`config.mk`:
```
export PLATFORM = sky130hd
export DESIGN_NAME = block_reverse_k_group_unit
export DESIGN_NICKNAME = d
export VERILOG_FILES = /design/src/rtl/brkg_pkg.sv /design/src/rtl/brkg_ram.sv /design/src/rtl/brkg_ctrl.sv /design/src/rtl/brkg_dpath.sv /design/src/rtl/block_reverse_k_group_unit.sv
export SDC_FILE = /design/constraint.sdc
export NUM_CORES = 1
export LEC_CHECK = 0
export BUFFER_PORTS_ARGS = -buffer_cell sky130_fd_sc_hd__buf_4
export CAP_MARGIN = 0
export CELL_PAD_IN_SITES_DETAIL_PLACEMENT = 1
export CELL_PAD_IN_SITES_GLOBAL_PLACEMENT = 2
export CORE_UTILIZATION = 32
export CTS_CLUSTER_SIZE = 16
export DETAILED_ROUTE_END_ITERATION = 12
export GPL_TIMING_DRIVEN = 0
export PLACE_DENSITY_LB_ADDON = 0.1
export SLEW_MARGIN = 20
export SYNTH_ARGS = -nofsm -noshare
export SYNTH_HDL_FRONTEND = slang
export SYNTH_HIERARCHICAL = 1
export SYNTH_SLANG_ARGS = --single-unit
export TNS_END_PERCENT = 5
```
`constraint.sdc`:
```
create_clock -name clk_i -period 5.9 [get_ports clk_i]
set_input_delay 0.59 -clock clk_i [delete_from_list [all_inputs] [get_ports clk_i]]
set_output_delay 0.59 -clock clk_i [all_outputs]
set_load 0.01 [all_outputs]
```
`src/rtl/brkg_pkg.sv`:
```
// ----------------------------------------------------------------------------
// brkg_pkg
// Shared constants, types and helpers for the block reverse k-group unit.
// ----------------------------------------------------------------------------
`default_nettype none

package brkg_pkg;

  localparam int unsigned MaxGroup = 16;
  localparam int unsigned GrpW     = $clog2(MaxGroup);
  localparam int unsigned CntW     = $clog2(MaxGroup + 1);
  localparam int unsigned DataW    = 32;
  localparam int unsigned CfgW     = 5;
  localparam int unsigned ApbAddrW = 3;
  localparam int unsigned ApbDataW = 32;

  // Register index of group_size on the configuration port.
  localparam logic RegGroupSize = 1'b0;

  typedef enum logic [1:0] {
    StIdle,
    StRead,
    StSend
  } state_e;

  // Commands from the controller to the datapath.
  typedef struct packed {
    logic take;  // input transfer this cycle
    logic rd;    // issue a store read for the current result
    logic step;  // current result taken, move to the next one
  } cmd_t;

  // Status from the datapath to the controller.
  typedef struct packed {
    logic emit;  // the offered input closes a burst
    logic fin;   // the current result is the last of its burst
  } sts_t;

  // Effective group size: zero acts as one, large values saturate.
  function automatic logic [CntW-1:0] eff_size(input logic [CfgW-1:0] gs);
    int unsigned g;
    logic [CntW-1:0] k;
    g = 32'(gs);
    if (g == 0) begin
      k = CntW'(1);
    end else if (g > MaxGroup) begin
      k = CntW'(MaxGroup);
    end else begin
      k = CntW'(g);
    end
    return k;
  endfunction

endpackage

`default_nettype wire

```
`src/rtl/brkg_ram.sv`:
```
// ----------------------------------------------------------------------------
// brkg_ram
// Generic single-write, single-read RAM with a registered read port.
// ----------------------------------------------------------------------------
`default_nettype none

module brkg_ram #(
  parameter int unsigned Width = 32,
  parameter int unsigned Depth = 16
) (
  input  wire logic                     clk_i,
  input  wire logic                     we_i,
  input  wire logic [$clog2(Depth)-1:0] waddr_i,
  input  wire logic [Width-1:0]         wdata_i,
  input  wire logic                     re_i,
  input  wire logic [$clog2(Depth)-1:0] raddr_i,
  output logic      [Width-1:0]         rdata_o
);

  logic [Width-1:0] mem_q [Depth];
  logic [Width-1:0] rdata_q;

  always_ff @(posedge clk_i) begin
    if (we_i) begin
      mem_q[waddr_i] <= wdata_i;
    end
    if (re_i) begin
      rdata_q <= mem_q[raddr_i];
    end
  end

  assign rdata_o = rdata_q;

endmodule

`default_nettype wire

```
`src/rtl/brkg_ctrl.sv`:
```
// ----------------------------------------------------------------------------
// brkg_ctrl
// Controller: accepts values, then walks the burst one read and send at a time.
// ----------------------------------------------------------------------------
`default_nettype none

module brkg_ctrl (
  input  wire logic          clk_i,
  input  wire logic          rst_ni,
  input  wire logic          in_valid_i,
  output logic               in_ready_o,
  output logic               out_valid_o,
  input  wire logic          out_ready_i,
  input  wire brkg_pkg::sts_t sts_i,
  output brkg_pkg::cmd_t     cmd_o
);

  brkg_pkg::state_e state_q, state_d;

  always_ff @(posedge clk_i or negedge rst_ni) begin
    if (!rst_ni) begin
      state_q <= brkg_pkg::StIdle;
    end else begin
      state_q <= state_d;
    end
  end

  always_comb begin
    state_d = state_q;
    case (state_q)
      brkg_pkg::StIdle: begin
        if (in_valid_i && sts_i.emit) begin
          state_d = brkg_pkg::StRead;
        end
      end
      brkg_pkg::StRead: begin
        state_d = brkg_pkg::StSend;
      end
      brkg_pkg::StSend: begin
        if (out_ready_i) begin
          state_d = sts_i.fin ? brkg_pkg::StIdle : brkg_pkg::StRead;
        end
      end
      default: begin
        state_d = brkg_pkg::StIdle;
      end
    endcase
  end

  always_comb begin
    in_ready_o  = 1'b0;
    out_valid_o = 1'b0;
    cmd_o       = '0;
    case (state_q)
      brkg_pkg::StIdle: begin
        in_ready_o = 1'b1;
        cmd_o.take = in_valid_i;
      end
      brkg_pkg::StRead: begin
        cmd_o.rd = 1'b1;
      end
      brkg_pkg::StSend: begin
        out_valid_o = 1'b1;
        cmd_o.step  = out_ready_i && !sts_i.fin;
      end
      default: begin
        cmd_o = '0;
      end
    endcase
  end

endmodule

`default_nettype wire

```
`src/rtl/brkg_dpath.sv`:
```
// ----------------------------------------------------------------------------
// brkg_dpath
// Datapath: group store, fill count and the burst read address generator.
// ----------------------------------------------------------------------------
`default_nettype none

module brkg_dpath (
  input  wire logic                         clk_i,
  input  wire logic                         rst_ni,
  input  wire brkg_pkg::cmd_t               cmd_i,
  output brkg_pkg::sts_t                    sts_o,
  input  wire logic [brkg_pkg::CfgW-1:0]    group_size_i,
  input  wire logic [brkg_pkg::DataW-1:0]   in_value_i,
  input  wire logic                         in_last_i,
  output logic      [brkg_pkg::DataW-1:0]   out_value_o,
  output logic                              burst_end_o,
  output logic                              list_end_o
);

  logic [brkg_pkg::GrpW-1:0] fill_q, fill_d;
  logic [brkg_pkg::GrpW-1:0] idx_q, idx_d;
  logic [brkg_pkg::CntW-1:0] cnt_q, cnt_d;
  logic                      rev_q, rev_d;
  logic                      last_q, last_d;

  logic [brkg_pkg::CntW-1:0] k;
  logic [brkg_pkg::CntW-1:0] n_in;
  logic                      full;
  logic [brkg_pkg::CntW-1:0] rev_addr;
  logic [brkg_pkg::GrpW-1:0] raddr;
  logic                      fin;

  assign k    = brkg_pkg::eff_size(group_size_i);
  assign n_in = {1'b0, fill_q} + brkg_pkg::CntW'(1);
  assign full = (n_in >= k);

  // Reversed bursts read from the newest entry down.
  assign rev_addr = cnt_q - brkg_pkg::CntW'(1) - {1'b0, idx_q};
  assign raddr    = rev_q ? rev_addr[brkg_pkg::GrpW-1:0] : idx_q;
  assign fin      = (({1'b0, idx_q} + brkg_pkg::CntW'(1)) == cnt_q);

  assign sts_o.emit = full || in_last_i;
  assign sts_o.fin  = fin;

  always_comb begin
    fill_d = fill_q;
    idx_d  = idx_q;
    cnt_d  = cnt_q;
    rev_d  = rev_q;
    last_d = last_q;
    if (cmd_i.take) begin
      if (sts_o.emit) begin
        fill_d = '0;
        idx_d  = '0;
        cnt_d  = n_in;
        rev_d  = full;
        last_d = in_last_i;
      end else begin
        fill_d = fill_q + brkg_pkg::GrpW'(1);
      end
    end else if (cmd_i.step) begin
      idx_d = idx_q + brkg_pkg::GrpW'(1);
    end
  end

  always_ff @(posedge clk_i or negedge rst_ni) begin
    if (!rst_ni) begin
      fill_q <= '0;
      idx_q  <= '0;
      cnt_q  <= '0;
      rev_q  <= 1'b0;
      last_q <= 1'b0;
    end else begin
      fill_q <= fill_d;
      idx_q  <= idx_d;
      cnt_q  <= cnt_d;
      rev_q  <= rev_d;
      last_q <= last_d;
    end
  end

  brkg_ram #(
    .Width (brkg_pkg::DataW),
    .Depth (brkg_pkg::MaxGroup)
  ) u_store (
    .clk_i   (clk_i),
    .we_i    (cmd_i.take),
    .waddr_i (fill_q),
    .wdata_i (in_value_i),
    .re_i    (cmd_i.rd),
    .raddr_i (raddr),
    .rdata_o (out_value_o)
  );

  assign burst_end_o = fin;
  assign list_end_o  = fin && last_q;

  // A closing input always restarts the group and the burst walk.
  a_emit_restart: assert property (@(posedge clk_i) disable iff (!rst_ni)
    (cmd_i.take && sts_o.emit) |=> (fill_q == '0 && idx_q == '0 && cnt_q != '0))
    else $error("burst did not restart after a closing input");

  // Reads stay inside the current burst.
  a_read_in_burst: assert property (@(posedge clk_i) disable iff (!rst_ni)
    cmd_i.rd |-> ({1'b0, idx_q} < cnt_q))
    else $error("store read beyond the burst length");

  // A non-closing input grows the group by exactly one.
  a_fill_grow: assert property (@(posedge clk_i) disable iff (!rst_ni)
    (cmd_i.take && !sts_o.emit) |=> (fill_q == $past(fill_q) + brkg_pkg::GrpW'(1)))
    else $error("fill count did not advance");

endmodule

`default_nettype wire

```
`src/rtl/block_reverse_k_group_unit.sv`:
```
// ----------------------------------------------------------------------------
// block_reverse_k_group_unit
// Reverses a stream of signed values in groups of a programmable size.
// ----------------------------------------------------------------------------
// A value that closes a burst is stored; each result of the burst then takes a
//   registered store read (StRead) and waits in StSend until it is taken.
// Inputs that close no burst are taken back to back while idle; a burst holds
//   the input side until its last result is taken.
// Reset: asynchronous, active low; group empty, group_size = 1. The group
//   store is not cleared, since every entry is written before it is read.
// ----------------------------------------------------------------------------
`default_nettype none

module block_reverse_k_group_unit (
  input  wire logic                           clk_i,
  input  wire logic                           rst_ni,
  // Input stream.
  input  wire logic                           s_axis_tvalid,
  output logic                                s_axis_tready,
  input  wire logic [brkg_pkg::DataW-1:0]     s_axis_tdata,  // [31:0] in_value
  input  wire logic                           s_axis_tlast,  // in_last
  // Result stream.
  output logic                                m_axis_tvalid,
  input  wire logic                           m_axis_tready,
  output logic      [brkg_pkg::DataW-1:0]     m_axis_tdata,  // [31:0] out_value
  output logic                                m_axis_tlast,  // burst_end
  output logic      [0:0]                     m_axis_tuser,  // [0] list_end
  // Configuration port.
  input  wire logic                           psel,
  input  wire logic                           penable,
  input  wire logic                           pwrite,
  input  wire logic [brkg_pkg::ApbAddrW-1:0]  paddr,
  input  wire logic [brkg_pkg::ApbDataW-1:0]  pwdata,
  output logic      [brkg_pkg::ApbDataW-1:0]  prdata,
  output logic                                pready
);

  brkg_pkg::cmd_t cmd;
  brkg_pkg::sts_t sts;

  logic [brkg_pkg::CfgW-1:0] group_size_q, group_size_d;
  logic                      reg_hit;
  logic                      list_end;

  // Registers sit on 32-bit words; bit 2 of the byte address picks the word,
  // and only the first word holds a register.
  assign reg_hit = (paddr[2] == brkg_pkg::RegGroupSize);
  assign pready  = 1'b1;

  always_comb begin
    group_size_d = group_size_q;
    if (psel && penable && pwrite && pready && reg_hit) begin
      group_size_d = pwdata[brkg_pkg::CfgW-1:0];
    end
  end

  always_ff @(posedge clk_i or negedge rst_ni) begin
    if (!rst_ni) begin
      group_size_q <= brkg_pkg::CfgW'(1);
    end else begin
      group_size_q <= group_size_d;
    end
  end

  assign prdata = reg_hit ? {{(brkg_pkg::ApbDataW - brkg_pkg::CfgW){1'b0}}, group_size_q}
                          : '0;

  // The controller takes a value while idle. When the value fills a group or
  // ends the sequence, it walks the burst: one store read, then one output
  // transfer, per result.
  brkg_ctrl u_ctrl (
    .clk_i       (clk_i),
    .rst_ni      (rst_ni),
    .in_valid_i  (s_axis_tvalid),
    .in_ready_o  (s_axis_tready),
    .out_valid_o (m_axis_tvalid),
    .out_ready_i (m_axis_tready),
    .sts_i       (sts),
    .cmd_o       (cmd)
  );

  // The datapath holds the group, decides whether a burst is reversed (full
  // group) or kept in order (short tail at the end of a sequence) and marks
  // the final result of each burst.
  brkg_dpath u_dpath (
    .clk_i        (clk_i),
    .rst_ni       (rst_ni),
    .cmd_i        (cmd),
    .sts_o        (sts),
    .group_size_i (group_size_q),
    .in_value_i   (s_axis_tdata),
    .in_last_i    (s_axis_tlast),
    .out_value_o  (m_axis_tdata),
    .burst_end_o  (m_axis_tlast),
    .list_end_o   (list_end)
  );

  assign m_axis_tuser = list_end;

endmodule

`default_nettype wire

```
# Word level (Yosys, flattened, before mapping)
# Memories as Yosys holds them, arrays and structs flattened. A register that Yosys moved wholly into a read port is not among the register bits.
# Index checks and enable logic that the tools add are counted.
# word_totals
register_bits	22
ramBits	512
inputBits	75
out_inout_bits	69
elab_cells	56
mem_count	1
# memory_table
name	words	width	rd	rd_ports_with_merged_regs	write_ports	line_no	rtl
u_dpath.u_store.mem_q	16	32	1	1	1	brkg_ram.sv:20	logic [Width-1:0] mem_q [Depth];
# op_classes
add_sub_neg	6
order_cmp	2
eq_ne	6
muxes	19
n_bitwise	1
n_reduce_logical	14
# op_table
cell	n
$mux W4	5
$mux W5	3
$add A4 B1 Y5 const B	2
$add A4 B1 Y4 const B	2
$mux W1	8
$logic_and A1 B1 Y1	6
$pmux W2 S3	1
$reduce_and A2 Y1	3
$eq A5 B5 Y1	1
$ge A5 B5 Y1	1
$gt A5 B5 Y1 const B	1
$logic_not A5 Y1	1
$mux W2	2
$ne A2 B1 Y1 const B	2
$sub A4 B1 Y4 const B	1
$sub A4 B4 Y4	1
$eq A2 B1 Y1 const B	1
$eq A2 B2 Y1 const B	1
$logic_not A2 Y1	1
$ne A2 B2 Y1 const B	1
$reduce_bool A2 Y1	1
$logic_not A1 Y1	1
$logic_or A1 B1 Y1	1
$not A1 Y1	1

# Longest topological paths before layout
# Gate-level depths: netlist of run 1.
# logic_depth
ltp_word	8
depth_mapped	12
mapped_depth_nobuf	10

# Hierarchy
# Netlist of run 1, hierarchy kept.
# modules_own_cells
mod	n_inst	cells_each	area_per_inst_um2	seq_area_each_um2
brkg_ram	1	838	20174.3	16335.7
brkg_dpath	1	124	1102.3	375.4
block_reverse_k_group_unit	1	46	467.9	126.4
brkg_ctrl	1	11	117.6	50.0

# Worst setup path before layout of run 1
# OpenSTA, ideal clock, no wires.
# synth_path
path_type	register to register
start	reg u_ctrl.state_q[0]
end	mem u_dpath.u_store.mem_q[0][0] (enable)
setup_time_ps	461
arrival_time_ps	3547
t_required_ps	5439
slack_ps	1892
path_stages_with_launch	5
path_buffers	0
period_less_slack_ps	4008
cell_sequence	dfrtp_1 nor2_1 and2_1 or3b_2 nor3_1
# synth_lines
item	line_no	rtl
from (decl)	brkg_ctrl.sv:18	brkg_pkg::state_e state_q, state_d;
from (signal assigned)	brkg_ctrl.sv:22	state_q <= brkg_pkg::StIdle;
from (signal assigned)	brkg_ctrl.sv:24	state_q <= state_d;
to (decl)	brkg_ram.sv:20	

# Worst setup path after layout of run 1
# layout_path
start	reg u_dpath/idx_q[0] in the netlist's numbering
end	reg u_dpath.u_store.rdata_q[8], in the netlist u_dpath/u_store/rdata_o[8] (read register of u_dpath.u_store.mem_q) (data pin)
# layout_via
elab_chain_cells	2
# layout_lines
item	line_no	rtl
from (decl)	brkg_dpath.sv:21	logic [brkg_pkg::GrpW-1:0] idx_q, idx_d;
from (signal assigned)	brkg_dpath.sv:75	idx_q <= idx_d;
$sub A4 B4 Y4	brkg_dpath.sv:38	assign rev_addr = cnt_q - brkg_pkg::CntW'(1) - {1'b0, idx_q};
$mux W4	brkg_dpath.sv:39	assign raddr = rev_q ? rev_addr[brkg_pkg::GrpW-1:0] : idx_q;
net u_dpath.raddr, one bit	brkg_dpath.sv:30	logic [brkg_pkg::GrpW-1:0] raddr;
to (decl)	brkg_ram.sv:21	logic [Width-1:0] rdata_q;
# The timed path passes the listed nets, and every way through them passes these cells.
# A chain may end at the register's enable or synchronous reset.

==> flow_summary.json, run 1 <==
{
  "ys_seq_elements": 566,
  "cts_tree": "yes",
  "synth_top_area_cell": "edfxtp_1",
  "numClockSinks": 566,
  "path_clk_slew_ns": 0.05,
  "status": "complete, no violations",
  "root_buffer": "clkbuf_16",
  "portBuffers": 86,
  "cts_buffer_depth": 3,
  "finClkSkew_ns": 0.0266,
  "wl_per_cell_um": 25.3,
  "track_usage_pct": 16.1,
  "num_vias": 10700,
  "num-nets-final": 1327,
  "layout_common_cells": "edfxtp_1, buf_4, mux4_2",
  "timing.final.crit_period_ns": 3.80,
  "syn_avg_cell_area_sq_um": 21.5,
  "area_growth_pct": 21.6,
  "crit_path_end_kind": "flop",
  "wl_um": 54700,
  "met1_length_um": 25100,
  "grt_start_max_net_pins": 33,
  "top_layer_used": "met4",
  "gp_routability_congestion": 0.671,
  "synth_area_sq_um": 21900,
  "via_per_inst": 4.93,
  "gr-total-overflow": 0,
  "max_slew.worst_pin.slew_ns": 1.02,
  "ir_worst_vdd_uv": 364,
  "worstSkewPairLatency_ns": 0.59,
  "numCtsBuffers": 66,
  "cp-start-kind": "flop",
  "dieArea_sq_um": 69400,
  "io_pins": 144,
  "antenna_found_initial": 0,
  "synthTopCellsByArea": "edfxtp_1, mux4_2, dfrtp_1, a22oi_1, buf_4",
  "layout_commonest_cell": "edfxtp_1",
  "core_area_sq_um": 67400,
  "cp.required_ns": 6.20,
  "cts_resized": 0,
  "die_w_um": 263,
  "start_util_pct": 32.4,
  "grt_pass1_vias": 11700,
  "dp_hpwl_um": 35500,
  "powerDensity_nw_per_um2": 535,
  "grt_pass1_wl_um": 80700,
  "post_cts_buffers": 0,
  "fmax_ghz": 0.263,
  "fin_crit_sh_pct": 64.5,
  "route.antenna.remaining_nets": 0,
  "std_cell_rows": 95,
  "critPathMaxFanout": 10,
  "worstPathArrival_ns": 4.10,
  "hold_viol_final": 0,
  "hold_path_class": "input port to flop",
  "yosysWarningCount": 6,
  "synth_edf_count": 544,
  "setup_viol": 0,
  "drc": 0,
  "dr_wl_met3_um": 2140,
  "synthCells": 1019,
  "path_class": "flop to flop",
  "synth.top_cell.area_share_pct": 74.7,
  "drv_cap": 0,
  "wl_met2_um": 26500,
  "final_util_pct": 39.4,
  "ys_seq_area_share_pct": 77.2,
  "async_reset_ff_share_pct": 3.89,
  "cts.htree.levels": 3,
  "max-slew-margin-rel_pct": 32.2,
  "first_pass_iters": 5,
  "finalPower_w": 0.0142,
  "ys.flop_type": "edfxtp_1",
  "dieHeight_um": 263,
  "slew_violations": 0,
  "rsz0062_at_grt": "no",
  "diodes": 0,
  "drive_gt1_share_pct": 32.6,
  "drt_iter0_markers": 730,
  "p_leak_nw": 8.79,
  "synthDistinctLibCells": 47,
  "postCtsHoldBufs": 1
}
cell families after synthesis:
family,Yosys count,synth area share [%]
DFF,566,77.2
muxes,137,13.6
and+or+nand+nor,108,2.47
AOI/OAI and AO/OA,96,3.18
buffers and inverters,88,2.32
adders and majority gates,12,0.715
xor gates and xnor gates,10,0.401
other,2,0.0344
layout make-up:
cell class | instances | area [sq um]
multi-input combinational | 391 | 4680
sequential | 566 | 16900
clock inverter | 29 | 236
tap | 873 | 1090
timing repair buffer | 128 | 1360
inverter | 11 | 41.3
buffer | 77 | 465
fill | 6377 | 40800
clock buffer | 89 | 1820
power by group:
part	internal, W	switching, W	total, W
combinational	0.00233	0.00292	0.00525
sequential	0.00491	0.000149	0.00506
clock	0.00234	0.00158	0.00392
total	0.00958	0.00464	0.0142
worst max-delay path, stage by stage, from the launching register on:
cell and delay [ns]:
dfrtp_1 0.42, inv_1 0.10, ha_1 0.23, fa_1 0.49, nand2_1 0.05, o21ai_0 0.18
buf_2 0.35, buf_1 0.80, mux4_2 0.42, a22oi_1 0.34, nand2_1 0.15
synthesized netlist by cell type, types with 2 or more instances:
| cell | n |
|---|---|
| nand2_1 | 45 |
| a21oi_1 | 9 |
| and2_1 | 3 |
| nand3_1 | 7 |
| buf_6 | 2 |
| and2b_2 | 5 |
| buf_4 | 41 |
| edfxtp_1 | 544 |
| mux2_2 | 6 |
| o21ai_2 | 2 |
| mux4_2 | 128 |
| xor2_1 | 5 |
| inv_1 | 11 |
| nor2_1 | 24 |
| mux2_1 | 2 |
| a22oi_1 | 65 |
| nor3_1 | 5 |
| ha_1 | 10 |
| buf_1 | 9 |
| o21ai_0 | 10 |
| a21o_1 | 3 |
| xnor2_1 | 5 |
| conb_1 | 2 |
| dfrtp_1 | 21 |
| clkbuf_1 | 19 |
| buf_2 | 6 |
| nor2b_1 | 6 |
| nand3b_1 | 2 |
| and3_1 | 2 |
| nand2b_1 | 3 |
worst paths after layout:
check | start | cells after the start | slack, ns | endpoint
setup / recovery | u_dpath/idx_q[0] | 10 | 2.10 | u_dpath/u_store/rdata_o[8]
max in group asynchronous | rst_ni | 2 | 5.16 | group_size_q[0]
setup reg to reg | u_dpath/idx_q[0] | 10 | 2.10 | u_dpath/u_store/rdata_o[8]
hold / removal | pwdata[0] | 2 | 0.26 | group_size_q[0]
hold reg to reg | u_dpath/cnt_q[0] | 2 | 0.51 | u_dpath/cnt_q[0]
min in group asynchronous | rst_ni | 2 | 0.46 | u_dpath/rev_q
stage by stage:
step / TNS (ns) / instances / hold slack (ns) / worst slack (ns) / area, sq um
finish: 0 / 2164 / 0.258 / 2.10 / 26600
global route: 0 / 2164 / 0.231 / 1.89 / 26600
CTS: 0 / 2164 / 0.209 / 2.01 / 26600
detailed placement: 0 / 2045 / 0.509 / 2.01 / 24500
global placement: -166.53 / 2004 / 0.511 / -1.40 / 23700
floorplan: 0 / 1045 / 0.294 / 1.89 / 22000
state kept, by name (all words and copies together), names as in the netlist:
signal / count
group_size_q: 5
u_ctrl/state_q: 2
u_dpath/cnt_q: 5
u_dpath/fill_q: 4
u_dpath/idx_q: 4
u_dpath/last_q: 1
u_dpath/rev_q: 1
u_dpath/u_store/mem_q: 512
u_dpath/u_store/rdata_o: 32
routing by layer:
layer  GRT usage (%)  vias up
met5               0        -
met4            4.47        0
met1            22.3     5788
met2            26.1      188
li1                -     4619
met3            2.91       65
Note: power is estimated with default switching activity, not from simulation.
==> run 2, diff against run 1 <==
clock period = 3.5 ns   (was 5.9 ns; I/O delays follow)
==> flow_summary.json, run 2 (synthesis results as in run 1) <==
{
  "grt_pass1_vias": 11800,
  "std_cell_rows": 95,
  "die_w_um": 263,
  "layout_commonest_cell": "edfxtp_1",
  "hold_start": "s_axis_tdata[26]",
  "route.antenna.remaining_nets": 0,
  "path_class": "flop to flop",
  "numCtsBuffers": 61,
  "combPwrFrac_pct": 38.2,
  "seqPwrFrac_pct": 36.1,
  "rsz0062_at_grt": "no",
  "hold_path_class": "input port to flop",
  "cts_buffer_depth": 3,
  "power_switching_w": 0.00796,
  "worstSkewPairLatency_ns": 0.62,
  "drc": 0,
  "p_leak_nw": 8.86,
  "dieHeight_um": 263,
  "num_vias": 10700,
  "regMostFlops": "u_dpath/u_store/mem_q",
  "num-nets-final": 1345,
  "diodes": 0,
  "reg2regPathDepth": 10,
  "track_usage_pct": 16.2,
  "portBuffers": 86,
  "powerDensity_nw_per_um2": 888,
  "multi_input_area_sq_um": 4680,
  "timing.final.crit_period_ns": 3.31,
  "drv_cap": 0,
  "cp-start-kind": "flop",
  "root_buffer": "clkbuf_16",
  "finClkSkew_ns": 0.0162,
  "cts.htree.levels": 2,
  "fillerInstances": 6436,
  "p_int_w": 0.0157,
  "slew_violations": 0,
  "wl_um": 54800,
  "cp.required_ns": 3.97,
  "antenna_found_initial": 1,
  "switching_share_pct": 33.6,
  "start_util_pct": 32.4,
  "drive_gt1_share_pct": 33.7,
  "r2r_end": "u_dpath/u_store/rdata_o[7]",
  "worstPathArrival_ns": 3.79,
  "whs_endpoint": "u_dpath/u_store/mem_q[12][26]",
  "fin_crit_sh_pct": 94.7,
  "io_pins": 144,
  "grt_start_max_net_pins": 33,
  "rrSetupSlack_ns": 0.19,
  "post_cts_buffers": 0,
  "fin_hold_ws_ns": 0.0351,
  "fmax_ghz": 0.302,
  "power_frac_clock_pct": 25.7,
  "grt_pass1_wl_um": 81400,
  "wl_per_cell_um": 25.1,
  "crit_path_end_kind": "flop",
  "dieArea_sq_um": 69400,
  "drt_iter0_markers": 659,
  "status": "complete, no violations",
  "seqCellArea_sq_um": 16900,
  "max-slew-margin-rel_pct": 43.6,
  "layout_common_cells": "edfxtp_1, buf_4, mux4_2",
  "path_clk_slew_ns": 0.06,
  "critPathMaxFanout": 10,
  "area_growth_pct": 21.9,
  "first_pass_iters": 4,
  "via_per_inst": 4.91,
  "gr-total-overflow": 0,
  "hold_viol_final": 0,
  "cts_tree": "yes",
  "largest_register_ff_count": 512,
  "dp_hpwl_um": 35400,
  "setup_viol": 0,
  "max_slew.worst_pin.slew_ns": 0.846,
  "tns_ns": 0,
  "gp_routability_congestion": 0.664,
  "ir_worst_vdd_uv": 510,
  "numClockSinks": 566,
  "core_area_sq_um": 67400,
  "worst_r2r_startpoint": "u_dpath/idx_q[0]",
  "holdPathStages": 1
}
-- run 2: changes by cell type in the layout (fill, tap and decap cells not counted), sizes merged, moves of 3 or more --
cell | before | now
dlygate4sd3 | 1 | 26
clkbuf | 108 | 93
clkinv | 24 | 34
buf | 185 | 180
inv | 11 | 14
-- run 2: worst max-delay path, stage by stage (launching register included) --
cell      delay, ns
dfrtp_1        0.42
inv_1          0.12
ha_1           0.24
fa_1           0.38
xnor2_1        0.14
a21oi_1        0.27
nor2b_1        0.17
clkbuf_1       0.37
clkbuf_1       0.69
a22oi_1        0.17
nand2_1        0.18
-- run 2: worst max path at each step --
stage | endpoint | slack (ns) | start | cells after the start
after floorplan | u_dpath/u_store/mem_q[12][0] | -0.16 | u_ctrl/state_q[0] | 4
after global placement | u_dpath/u_store/mem_q[12][14] | -3.82 | u_ctrl/state_q[0] | 4
after detailed placement | u_dpath/u_store/rdata_o[16] | -0.26 | u_dpath/idx_q[0] | 10
after CTS | u_dpath/u_store/rdata_o[16] | 0.02 | u_dpath/idx_q[0] | 10
after global routing | u_dpath/u_store/rdata_o[7] | 0.001 | u_dpath/idx_q[1] | 12
final | u_dpath/u_store/rdata_o[7] | 0.19 | u_dpath/idx_q[0] | 10
-- run 2: metrics by stage --
step / util, % / instances / instance area [sq um] / total power [W] / worst slack, ns
2_1_floorplan: - / 1045 / 22000 / 0.0145 / -0.163
3_3_place_gp: 35.2 / 2004 / 23700 / 0.0177 / -3.82
3_5_place_dp: 36.3 / 2043 / 24500 / 0.0179 / -0.260
4_1_cts: 39.6 / 2183 / 26700 / 0.0242 / 0.0246
5_1_grt: 39.5 / 2183 / 26600 / 0.0250 / 0.00144
6_report: 39.5 / 2183 / 26600 / 0.0236 / 0.186
-- run 2: timing repair --
| action | CTS | global route |
|---|---|---|
| hold buffers | 26 | 0 |
| cloned | 0 | 0 |
| endpoints found under the hold margin | 207 | 0 |
| gates resized for setup | 23 | 24 |
| pin swaps | 0 | 0 |
| setup endpoints to repair | 32 | 20 |
-- run 2: power by group through the flow --
stage,combinational [W],sequential [W],clock (W)
6_report,0.00904,0.00853,0.00608
5_1_grt,0.00985,0.00860,0.00652
4_1_cts,0.00934,0.00855,0.00628
3_5_place_dp,0.00923,0.00869,0
3_3_place_gp,0.00904,0.00869,0
2_1_floorplan,0.00576,0.00871,0
-- run 2: cell type report --
cell class                      instances  area share (%)
Timing Repair Buffer                  151            5.89
Tap cell                              873            4.10
Inverter                               11           0.155
Clock buffer                           72            5.89
Clock inverter                         42            1.10
Buffer                                 77            1.89
Multi-Input combinational cell        391            17.6
Sequential cell                       566            63.4
-- run 2: metal layers --
| layer | global-route usage (%) | wire length (um) |
|---|---|---|
| met1 | 23.2 | 25700 |
| met2 | 26.0 | 26200 |
| met3 | 2.23 | 1910 |
| met4 | 3.97 | 916 |
| met5 | 0 | 13 |
==> run 3, diff against run 2 <==
BUFFER_PORTS_ARGS = unset   (was -buffer_cell sky130_fd_sc_hd__buf_4)
CTS_BUF_LIST = sky130_fd_sc_hd__clkbuf_2   (was unset)
CTS_CLUSTER_SIZE = 8   (was 16)
DONT_BUFFER_PORTS = 1   (was unset)
==> flow_summary.json, run 3 (synthesis results as in run 1) <==
{
  "status": "complete, no violations",
  "hold_start": "pwdata[4]",
  "holdPathStages": 3,
  "dp_worst_setup_slack_ns": -0.255,
  "top_layer_used": "met4",
  "hold_viol_final": 0,
  "portBuffers": 0,
  "r2r_end": "u_dpath/u_store/rdata_o[0]",
  "setup_viol": 0,
  "dieHeight_um": 263,
  "route.antenna.remaining_nets": 0,
  "rrSetupSlack_ns": 0.26,
  "post_cts_buffers": 0,
  "drc": 0,
  "track_usage_pct": 16.7,
  "antenna_found_initial": 2,
  "crit_path_end_kind": "flop",
  "fmax_ghz": 0.309,
  "wl_per_cell_um": 24.1,
  "wl_met2_um": 26800,
  "setup_ws_ns": 0.260,
  "std_cell_rows": 95,
  "reg2regPathDepth": 10,
  "core_area_sq_um": 67400,
  "switching_share_pct": 35.9,
  "io_pins": 144,
  "dr_wl_met3_um": 2230,
  "powerDensity_nw_per_um2": 850,
  "cts_buffer_depth": 3,
  "worstSkewPairLatency_ns": 1.34,
  "power_switching_w": 0.00803,
  "start_util_pct": 32.4,
  "layout_commonest_cell": "edfxtp_1",
  "timing.final.crit_period_ns": 3.24,
  "largest_register_ff_count": 512,
  "cp.required_ns": 4.51,
  "critPathMaxFanout": 10,
  "hold_path_class": "input port to flop",
  "numCtsBuffers": 156,
  "worstPathArrival_ns": 4.25,
  "p_leak_nw": 8.94,
  "num-nets-final": 1416,
  "cts.htree.levels": 4,
  "first_pass_iters": 4,
  "max_slew.worst_pin.slew_ns": 0.871,
  "drv_cap": 0,
  "cts_tree": "yes",
  "via_per_inst": 4.81,
  "whs_endpoint": "group_size_q[4]",
  "grt_start_max_net_pins": 33,
  "numClockSinks": 566,
  "gp_routability_congestion": 0.667,
  "met1_length_um": 26000,
  "layout_common_cells": "edfxtp_1, clkbuf_2, mux4_2",
  "max-slew-margin-rel_pct": 41.9,
  "slew_violations": 0,
  "grt_pass1_wl_um": 83100,
  "root_buffer": "clkbuf_2",
  "worst_r2r_startpoint": "u_dpath/idx_q[0]",
  "fin_crit_sh_pct": 92.6,
  "p_int_w": 0.0143,
  "path_class": "flop to flop",
  "grt_pass1_vias": 12500,
  "cp-start-kind": "flop",
  "drt_iter0_markers": 718,
  "area_growth_pct": 20.3,
  "power_frac_clock_pct": 22.6,
  "dieArea_sq_um": 69400,
  "gr-total-overflow": 0,
  "combPwrFrac_pct": 38.7,
  "regMostFlops": "u_dpath/u_store/mem_q",
  "seqPwrFrac_pct": 38.7,
  "path_clk_slew_ns": 0.09,
  "fin_hold_ws_ns": 0.307,
  "finClkSkew_ns": 0.112,
  "drive_gt1_share_pct": 37.3,
  "dp_hpwl_um": 35400,
  "num_vias": 11200,
  "rsz0062_at_grt": "yes",
  "die_w_um": 263,
  "ir_worst_vdd_uv": 345,
  "wl_um": 56000
}
==> run 3: cell types whose count changed in the layout (fill, tap and decap cells not counted), moves of 6 or more <==
cell,previous run,this run
buf_4,140,54
clkbuf_1,18,5
clkbuf_16,61,0
clkbuf_2,11,253
clkinv_1,21,15
clkinv_2,11,1
diode_2,0,7
dlygate4sd3_1,26,87
==> run 3: timing repair <==
item | CTS | global route
hold endpoints to repair | 859 | 0
endpoints found under the setup margin | 33 | 32
hold buffers | 89 | 0
resized for setup | 28 | 35
==> run 3: layer usage <==
metal  vias to the layer above  GRT usage, %
li1                       4900             -
met1                      5964          22.5
met2                       238          26.1
met3                        83          4.50
met4                         0          5.86
met5                         -             0
==> run 3: metrics by stage <==
| stage | cell area [sq um] | total power (W) | cells | setup TNS (ns) | utilization, % |
|---|---|---|---|---|---|
| final | 26300 | 0.0224 | 2324 | 0 | 39.0 |
| after global routing | 26300 | 0.0238 | 2324 | 0 | 39.0 |
| after CTS | 26300 | 0.0230 | 2317 | -0.0985 | 39.0 |
| after detailed placement | 23800 | 0.0175 | 1956 | -4.92 | 35.3 |
| after global placement | 23100 | 0.0173 | 1918 | -1007.83 | 34.2 |
| after floorplan | 22000 | 0.0145 | 1045 | -15.51 | - |
==> run 3: how the worst max path moves through the flow <==
stage / end / from / slack [ns]
2_1_floorplan: u_dpath/u_store/mem_q[12][0] / u_ctrl/state_q[0] / -0.16
3_3_place_gp: u_dpath/u_store/mem_q[12][14] / u_ctrl/state_q[1] / -3.97
3_5_place_dp: u_dpath/u_store/rdata_o[16] / u_dpath/idx_q[0] / -0.25
4_1_cts: m_axis_tuser / u_dpath/idx_q[0] / -0.1
5_1_grt: u_dpath/u_store/rdata_o[15] / u_dpath/idx_q[1] / 0.008
6_report: u_dpath/u_store/rdata_o[0] / u_dpath/idx_q[0] / 0.26
==> run 3: area by class of cell <==
cell class | instances | area, sq um
well taps | 873 | 1090
clock buffers | 241 | 1210
inverters | 11 | 41.3
flip-flops and latches | 566 | 16900
repair buffers | 127 | 1550
plain buffers | 77 | 507
clock inverters | 31 | 303
multi-input cells | 391 | 4690
diodes | 7 | 17.5
fillers | 6591 | 41100
==> run 3: critical path, cell delays in order (launching register included) <==
cell and delay [ns]:
dfrtp_2 0.41, inv_1 0.09, ha_1 0.23, fa_1 0.49, nand2_1 0.05, o21ai_0 0.16
buf_2 0.36, clkbuf_2 0.41, mux4_2 0.37, a22oi_1 0.27, nand2_1 0.14
==> run 3: power groups by stage <==
stage	Combinational, W	Sequential [W]	Clock, W
4_1_cts	0.00898	0.00866	0.00531
5_1_grt	0.00946	0.00872	0.00563
2_1_floorplan	0.00576	0.00871	0
6_report	0.00866	0.00865	0.00505
3_5_place_dp	0.00872	0.00881	0
3_3_place_gp	0.00849	0.00883	0
